### config.mk
export PLATFORM = sky130hd
export DESIGN_NAME = cnfm_front
export DESIGN_NICKNAME = d
export VERILOG_FILES = /design/src/hw/rtl/cosine_nearest_face_match_defines.svh /design/src/hw/rtl/cnfm_pkg.sv /design/src/hw/rtl/cnfm_front.sv
export SDC_FILE = /design/constraint.sdc
export NUM_CORES = 2
export LEC_CHECK = 0
export CELL_PAD_IN_SITES_DETAIL_PLACEMENT = 1
export CELL_PAD_IN_SITES_GLOBAL_PLACEMENT = 2
export CORE_MARGIN = 5
export CORE_UTILIZATION = 35
export CTS_CLUSTER_DIAMETER = 60
export DETAILED_ROUTE_END_ITERATION = 16
export DONT_BUFFER_PORTS = 1
export GPL_ROUTABILITY_DRIVEN = 0
export PLACE_DENSITY = 0.56
export SETUP_SLACK_MARGIN = 0.2
export SLEW_MARGIN = 0
export SYNTH_ARGS = -nofsm -noshare
export SYNTH_HDL_FRONTEND = slang
export SYNTH_SLANG_ARGS = --single-unit
### constraint.sdc
create_clock -name clock -period 3.9 [get_ports clock]
set_input_delay 0.585 -clock clock [delete_from_list [all_inputs] [get_ports clock]]
set_output_delay 0.585 -clock clock [all_outputs]
set_load 0.02 [all_outputs]
### src/hw/rtl/cosine_nearest_face_match_defines.svh
// ----------------------------------------------------------------------------
// Cosine nearest face match: shared assertion macros
// Concurrent checks clocked on clock and quiet while reset is high.
// ----------------------------------------------------------------------------
`ifndef COSINE_NEAREST_FACE_MATCH_DEFINES_SVH
`define COSINE_NEAREST_FACE_MATCH_DEFINES_SVH

// The consequent must hold in the same cycle as the antecedent.
`define CNFM_ASSERT_SAME(label, ante, cons, msg) \
   label: assert property (@(posedge clock) disable iff (reset) (ante) |-> (cons)) \
      else $error(msg);

// The consequent must hold in the cycle after the antecedent.
`define CNFM_ASSERT_NEXT(label, ante, cons, msg) \
   label: assert property (@(posedge clock) disable iff (reset) (ante) |=> (cons)) \
      else $error(msg);

`endif

### src/hw/rtl/cnfm_pkg.sv
// ----------------------------------------------------------------------------
// Cosine nearest face match package
// Sizes, payload structs, status and register codes and the sequencer states.
// ----------------------------------------------------------------------------
`default_nettype none

package cnfm_pkg;

   // Table geometry.
   localparam int ENTRIES = 64;
   localparam int DIM     = 128;

   // Field widths.
   localparam int ELEM_W = 16;
   localparam int ID_W   = 32;
   localparam int TIME_W = 32;
   localparam int EXP_W  = 24;
   localparam int SIM_W  = 16;
   localparam int DATA_W = 32;

   // Index and counter widths derived from the geometry.
   localparam int ENT_W = $clog2((ENTRIES > 1) ? ENTRIES : 2);
   localparam int IDX_W = $clog2(DIM);
   localparam int CNT_W = $clog2(DIM + 1);
   localparam int FA_W  = $clog2(ENTRIES * DIM);

   // Arithmetic widths: sum of squares, signed dot product, norm and divisor.
   localparam int PROD_W = 2 * ELEM_W;
   localparam int SQ_W   = PROD_W - 1 + IDX_W;
   localparam int ACC_W  = PROD_W + IDX_W;
   localparam int NORM_W = SQ_W / 2 + 1;
   localparam int RT_W   = SQ_W + 2;
   localparam int DEN_W  = 2 * NORM_W;
   localparam int QT_W   = 16;
   localparam int QK_W   = $clog2(QT_W);
   localparam int FRAC_W = 15;
   localparam int NUM_W  = ACC_W + FRAC_W;
   localparam int CMP_W  = ((NUM_W > DEN_W + QT_W) ? NUM_W : DEN_W + QT_W) + 1;

   // Result status codes.
   localparam logic [1:0] STATUS_MATCH   = 2'd0;
   localparam logic [1:0] STATUS_ENROL   = 2'd1;
   localparam logic [1:0] STATUS_UNKNOWN = 2'd2;
   localparam logic [1:0] STATUS_FULL    = 2'd3;

   // Request actions.
   localparam logic ACTION_ELEMENT = 1'b0;
   localparam logic ACTION_EXPIRE  = 1'b1;

   // Register indexes.
   localparam logic [1:0] CSR_MATCH  = 2'd0;
   localparam logic [1:0] CSR_ENROL  = 2'd1;
   localparam logic [1:0] CSR_EXPIRE = 2'd2;

   // Register reset values.
   localparam logic signed [SIM_W-1:0] MATCH_RESET  = 16'sd19661;
   localparam logic signed [SIM_W-1:0] ENROL_RESET  = 16'sd16384;
   localparam logic        [EXP_W-1:0] EXPIRE_RESET = 24'd1800;

   // Extreme similarity values.
   localparam logic signed [SIM_W-1:0] SIM_MIN = 16'sh8000;
   localparam logic signed [SIM_W-1:0] SIM_MAX = 16'sh7FFF;

   typedef struct packed {
      logic                     action;
      logic signed [ELEM_W-1:0] element;
      logic                     last_element;
      logic [TIME_W-1:0]        now_seconds;
   } req_type;

   typedef struct packed {
      logic [1:0]              status;
      logic [ID_W-1:0]         face_id;
      logic signed [SIM_W-1:0] best_similarity;
   } rsp_type;

   // Command passed from the front to the back through the queue.
   typedef struct packed {
      logic              expire;
      logic [TIME_W-1:0] now_seconds;
   } cmd_type;

   // Control from the back to the front.
   typedef struct packed {
      logic busy;
      logic pop;
      logic clear;
   } back_ctl_type;

   // Query buffer read port driven by the back.
   typedef struct packed {
      logic             en;
      logic [IDX_W-1:0] idx;
   } qrd_type;

   // Configuration register set.
   typedef struct packed {
      logic signed [SIM_W-1:0] match_threshold;
      logic signed [SIM_W-1:0] enrol_threshold;
      logic [EXP_W-1:0]        expire_seconds;
   } cfg_type;

   // Stored entry information.
   typedef struct packed {
      logic [NORM_W-1:0] norm;
      logic [ID_W-1:0]   id;
   } info_type;

   typedef enum logic [4:0] {
      ST_IDLE,
      ST_NORM_RUN,
      ST_NORM_DRAIN,
      ST_SQRT,
      ST_ENT_RD,
      ST_ENT_CHK,
      ST_DOT_RUN,
      ST_DOT_DRAIN,
      ST_DIV_PREP,
      ST_DIV_OVF,
      ST_DIV_STEP,
      ST_SCORE,
      ST_DECIDE,
      ST_COPY_RUN,
      ST_COPY_DRAIN,
      ST_REPORT,
      ST_EXP_RD,
      ST_EXP_CHK
   } state_type;

endpackage

`default_nettype wire

### src/hw/rtl/cnfm_front.sv
// ----------------------------------------------------------------------------
// Cosine nearest face match: front end
// Takes requests, gathers query elements in the buffer and queues commands.
// ----------------------------------------------------------------------------
`default_nettype none

module cnfm_front (
   input  wire logic                          clock,
   input  wire logic                          reset,
   input  wire logic                          req_valid,
   output logic                               req_stall,
   input  wire cnfm_pkg::req_type             req_data,
   input  wire cnfm_pkg::back_ctl_type        ctl,
   input  wire cnfm_pkg::qrd_type             qrd,
   output logic signed [cnfm_pkg::ELEM_W-1:0] q_rd_data,
   output logic                               cmd_valid,
   output cnfm_pkg::cmd_type                  cmd
);

   logic signed [cnfm_pkg::ELEM_W-1:0] qbuf [cnfm_pkg::DIM];
   logic signed [cnfm_pkg::ELEM_W-1:0] q_mem_rd_ff;
   logic                               q_in_range_ff;
   logic [cnfm_pkg::CNT_W-1:0]         count_ff, count_in;
   cnfm_pkg::cmd_type                  fifo_mem [2];
   logic                               wr_ptr_ff, wr_ptr_in;
   logic                               rd_ptr_ff, rd_ptr_in;
   logic [1:0]                         fifo_cnt_ff, fifo_cnt_in;
   logic                               accept;
   logic                               push;
   logic                               store;
   cnfm_pkg::cmd_type                  push_cmd;

   // Requests wait while the back works or a command is still queued.
   always_comb begin
      req_stall = ctl.busy || (fifo_cnt_ff != 2'd0);
      accept    = req_valid && !req_stall;
      push      = accept && ((req_data.action == cnfm_pkg::ACTION_EXPIRE) ||
                             req_data.last_element);
      store     = accept && (req_data.action == cnfm_pkg::ACTION_ELEMENT) &&
                  (count_ff < cnfm_pkg::CNT_W'(cnfm_pkg::DIM));
      push_cmd.expire      = (req_data.action == cnfm_pkg::ACTION_EXPIRE);
      push_cmd.now_seconds = req_data.now_seconds;
   end

   // Element count and queue pointers.
   always_comb begin
      count_in    = count_ff;
      wr_ptr_in   = wr_ptr_ff;
      rd_ptr_in   = rd_ptr_ff;
      fifo_cnt_in = fifo_cnt_ff;
      if (ctl.clear) begin
         count_in = '0;
      end else if (store) begin
         count_in = count_ff + 1'b1;
      end
      if (push) begin
         wr_ptr_in = !wr_ptr_ff;
      end
      if (ctl.pop) begin
         rd_ptr_in = !rd_ptr_ff;
      end
      if (push && !ctl.pop) begin
         fifo_cnt_in = fifo_cnt_ff + 2'd1;
      end else if (!push && ctl.pop) begin
         fifo_cnt_in = fifo_cnt_ff - 2'd1;
      end
   end

   always_ff @(posedge clock) begin
      if (reset) begin
         count_ff    <= '0;
         wr_ptr_ff   <= 1'b0;
         rd_ptr_ff   <= 1'b0;
         fifo_cnt_ff <= 2'd0;
      end else begin
         count_ff    <= count_in;
         wr_ptr_ff   <= wr_ptr_in;
         rd_ptr_ff   <= rd_ptr_in;
         fifo_cnt_ff <= fifo_cnt_in;
      end
   end

   // Command queue storage.
   always_ff @(posedge clock) begin
      if (push) begin
         fifo_mem[wr_ptr_ff] <= push_cmd;
      end
   end

   assign cmd_valid = (fifo_cnt_ff != 2'd0);
   assign cmd       = fifo_mem[rd_ptr_ff];

   // Query buffer; places not yet written this vector read as zero.
   always_ff @(posedge clock) begin
      if (store) begin
         qbuf[count_ff[cnfm_pkg::IDX_W-1:0]] <= req_data.element;
      end
   end

   always_ff @(posedge clock) begin
      if (qrd.en) begin
         q_mem_rd_ff   <= qbuf[qrd.idx];
         q_in_range_ff <= ({1'b0, qrd.idx} < count_ff);
      end
   end

   assign q_rd_data = q_in_range_ff ? q_mem_rd_ff : '0;

endmodule

`default_nettype wire

Yosys cells after proc, flatten, opt, wreduce, memory -nomap -nowiden
Memory sizes are Yosys's and may differ from the RTL's. A register that Yosys moved wholly into a read port is not among the register bits.
Index checks and enable logic that the tools add are counted.
{"block": "classes", "n_lt_le_gt_ge": 2, "n_mux": 9, "n_reduce_logical": 16, "n_addsub": 3, "bitwise_logic": 1}
{"cell": "16-bit two-way mux", "n": 1}
{"cell": "8-bit by 1-bit adder with 8-bit output, second input constant", "n": 1}
{"cell": "7-bit by 8-bit < comparator with 1-bit output", "n": 1}
{"cell": "8-bit < comparator, second input constant", "n": 1}
{"cell": "1-bit logical AND", "n": 6}
{"cell": "1-bit two-way mux", "n": 6}
{"cell": "1-bit zero test", "n": 5}
{"cell": "2-bit two-way mux", "n": 2}
{"cell": "2-bit nonzero test", "n": 2}
{"cell": "2-bit by 1-bit adder with 2-bit output, second input constant", "n": 1}
{"cell": "1-bit logical OR", "n": 2}
{"cell": "2-bit OR reduction", "n": 1}
{"cell": "2-bit by 1-bit subtractor with 2-bit output, second input constant", "n": 1}
{"cell": "1-bit inverter", "n": 1}
{"block": "word_totals", "ff_bits": 13, "output_inout_bits": 51, "mem_count": 2, "elab_cells": 38, "ram_bits": 2114}
{"memory": "qbuf", "words": 128, "word_bits": 16, "rd": 1, "rd_ports_with_merged_regs": 1, "wr": 1, "line_no": "cnfm_front.sv:20", "source": "logic signed [cnfm_pkg::ELEM_W-1:0] qbuf [cnfm_pkg::DIM];"}
{"memory": "fifo_mem", "words": 2, "word_bits": 33, "rd": 1, "rd_ports_with_merged_regs": 1, "wr": 1, "line_no": "cnfm_front.sv:24", "source": "cnfm_pkg::cmd_type fifo_mem [2];"}

Depth between registers and ports, before layout
{"block": "depth", "ltp_word": 9, "mapped_depth": 11, "depth_no_buf": 7}

Worst setup path before layout
No wires, ideal clock.
{"block": "synth_path", "path_kind": "input -> register", "start": "in ctl[2] (netlist name)", "end": "mem fifo_mem[0][0] (netlist name), enable pin", "setup_ns": 0.464, "setup_slack_ns": -0.173, "t_required_ns": 3.436, "n_path_buf": 0, "arrival_ns": 3.609, "stages": 2, "cell_sequence": "or4b_2 -> nor3_1"}
{"block": "synth_via", "elab_chain_cells": 6}
{"element": "start: declaration", "line_no": "cnfm_front.sv:13", "source": "input wire cnfm_pkg::back_ctl_type ctl,"}
{"element": "1-bit logical OR", "line_no": "cnfm_front.sv:35", "source": "req_stall = ctl.busy || (fifo_cnt_ff != 2'd0);"}
{"element": "1-bit zero test", "line_no": "cnfm_front.sv:36", "source": "accept = req_valid && !req_stall;"}
{"element": "1-bit logical AND", "line_no": "cnfm_front.sv:36"}
{"element": "1-bit logical AND", "line_no": "cnfm_front.sv:37", "source": "push = accept && ((req_data.action == cnfm_pkg::ACTION_EXPIRE) ||"}
{"element": "1-bit two-way mux", "line_no": "cnfm_front.sv:85", "source": "if (push) begin"}
{"element": "1-bit two-way mux (not written as such)", "line_no": "cnfm_front.sv:86", "source": "fifo_mem[wr_ptr_ff] <= push_cmd;"}
{"element": "end: declaration", "line_no": "cnfm_front.sv:24"}
Every way passes these cells.

==> out/qor.yml <==
status:
  status: "complete, but fails checks"
  failed_checks: "slew limit"
critical_path:
  cp_max_fo: 126
  crit_path_start_kind: "primary input"
  arrival_ns: 4.23
  end_kind: "register"
  crit_required_ns: 4.48
  setup.worst_path.class: "in -> reg"
clock_network:
  cts_buffers: 231
  cts_tree: "yes"
  post_cts_buffers: 0
  cts_root_buffer: "clkbuf_16"
  htreeDepth: 4
  insertion_delay_ns: 0.85
  clock-sinks: 2144
  cts.path.max_buffers: 3
  path_clk_slew_ns: 0.06
pwr:
  p_per_area_nw_per_um2: 511
  ir_worst_vdd_mv: 0.368
  p_leak_nw: 30.5
yosys:
  ys.flop_type: "edfxtp_1"
  synth_seq_cells: 2144
  ys_seq_area_share_pct: 78.2
  synth_async_sr_flop_share_pct: 0
  avgSynthCellArea_um2: 20.7
  syn-cell-area_um2: 82200
  syn_nets: 4035
  ys_warn_count: 0
  synth_edf_count: 2131
  synthCells: 3963
  synth_cell_types: 42
timing:
  finClkSkew_ns: 0.0463
  finalMaxSlewViolations: 47
  worst_pin_slew_ns: 1.55
  final.setup.tns_ns: 0
  relSlewSlack_pct: -3.31
  finalSetupViolations: 0
  grt_setup_unrepaired: "true"
  fmax_mhz: 274
  hold_violations: 0
  post-route-min-period_ns: 3.65
  period_share_pct: 93.6
layout:
  fin_nets: 4328
  area_growth_pct: 16.1
  final_common_cell: "edfxtp_1"
  nFillCells: 21873
  multi_input_area_um2: 17100
  mostFrequentLayoutCells: "2131 x edfxtp_1, 401 x mux2i_1, 336 x mux4_2, 237 x clkbuf_16, 210 x buf_4"
  seq_area_um2: 64300
  final_area_um2: 95400
  drive_gt1_share_pct: 22.8
grt:
  grt_pass1_wl_um: 326000
  antenna_found_initial: 21
  gr-total-overflow: 0
  grt_usage_pct: 18.7
  grt_pass1_vias: 41739
  grt_start_max_net_pins: 706
detailed_routing:
  ant_nets: 0
  viasPerCell: 5.26
  routed-via-count: 39987
  wl_um: 235000
  dr.pass1.iters: 5
  drtIter0Drc: 3503
  post_drt_wl_per_cell_um: 30.9
  drc_errors: 0
job:
  drv_cap: 0
die:
  ioPinCount: 115
  die_area_um2: 245000
  start_util_pct: 35.2
  core-area_um2: 233000
  num_rows: 177
  die_w_um: 495
  die_y_um: 495
placement:
  port_buffers: 0
  placed_area_um2: 87100
  dp.final_hpwl_um: 128000
min_path:
  hold_class: "in -> reg"
==> where the power goes <==
part	leakage (nW)	switching [W]	internal (W)
clock network	3.56	0.00907	0.0121
registers	19.3	0.0000507	0.0254
logic	7.70	0.00135	0.000776
total	30.5	0.0105	0.0383
==> synth_stat cells (16+ instances only) <==
cell	instances	share of area, %
a21oi_1	51	0.31
clkbuf_1	116	0.53
a311oi_1	16	0.17
inv_1	24	0.11
mux2i_1	401	4.9
mux4_2	336	9.2
buf_2	63	0.38
buf_1	26	0.12
edfxtp_1	2131	78
a221oi_1	48	0.51
a22oi_1	192	1.8
nand4_1	17	0.13
o22ai_1	16	0.12
nand3_1	76	0.46
and2_1	18	0.14
nor2_1	176	0.80
or4_1	16	0.15
a41oi_1	16	0.17
a22o_1	16	0.17
mux2_2	49	0.67
nand2_1	83	0.38
==> cell families (layout without fill, tap and decap cells) <==
logic type / after synthesis / after routing / share of synthesized area, %
flip-flops: 2144 / 2144 / 78.2
AND/OR/NAND/NOR: 411 / 411 / 2.26
AO/OA/AOI/OAI: 359 / 359 / 3.24
multiplexers: 786 / 786 / 14.8
buffers and inverters: 245 / 735 / 1.33
adder cells (fa/ha/maj): 8 / 8 / 0.122
other: 0 / 10 / 0
XOR/XNOR: 10 / 10 / 0.107
==> area by class of cell <==
cell class              count  area share, %
flip-flops and latches   2144           67.3
well taps                3132           4.11
clock buffers             294           6.40
clock inverters           136           1.24
repair buffers            281           2.94
inverters                  24         0.0944
multi-input cells        1574           17.9
diodes                     10         0.0262
==> state kept, by name, indices dropped and copies added (netlist names), named ones only <==
signal / flops
qbuf: 2048
fifo_mem: 66
q_mem_rd_ff: 16
count_ff: 8
fifo_cnt_ff: 2
q_in_range_ff: 1
rd_ptr_ff: 1
wr_ptr_ff: 1
==> what timing repair did <==
item                                    4_1_cts  5_1_grt
hold buffers                                 52        0
endpoints found under the setup margin        0       16
hold endpoints to repair                   2136        0
resized for setup                             0        0
==> path summary, 6_finish.rpt <==
check	from	slack (ns)	end	depth (start not counted)
setup / recovery	qrd[2]	0.25	q_mem_rd_ff[2]	8
setup reg to reg	fifo_cnt_ff[0]	0.83	qbuf[118][3]	7
hold / removal	ctl[1]	0.14	fifo_cnt_ff[0]	4
hold reg to reg	rd_ptr_ff	0.52	rd_ptr_ff	2
==> through the flow <==
step / hold WS (ns) / setup WS, ns / instances / utilization (%) / power, W
after floorplan: 0.464 / 0.621 / 3963 / - / 0.0271
after global placement: 0.487 / 0.411 / 7095 / 37.4 / 0.0274
after detailed placement: 0.505 / 0.380 / 7095 / 37.4 / 0.0274
after CTS: 0.0569 / 0.778 / 7577 / 40.8 / 0.0492
after global routing: 0.0898 / 0.193 / 7588 / 40.9 / 0.0505
final: 0.135 / 0.248 / 7595 / 40.9 / 0.0488
==> routing by layer <==
metal	wire length [um]	share of wire [%]	global-route usage (%)
met5	26	0.011	0
met4	6690	2.9	5.32
met3	11900	5.1	3.33
met2	114000	49	30.8
met1	102000	44	25.7
==> critical path: stages <==
cell	delay, ns
buf_16	0.41
buf_16	0.56
buf_16	0.46
mux4_2	0.38
a22o_1	0.24
a221oi_1	0.39
a311oi_1	0.36
or4_1	0.56
No activity file was read; power rests on OpenSTA's default activity.
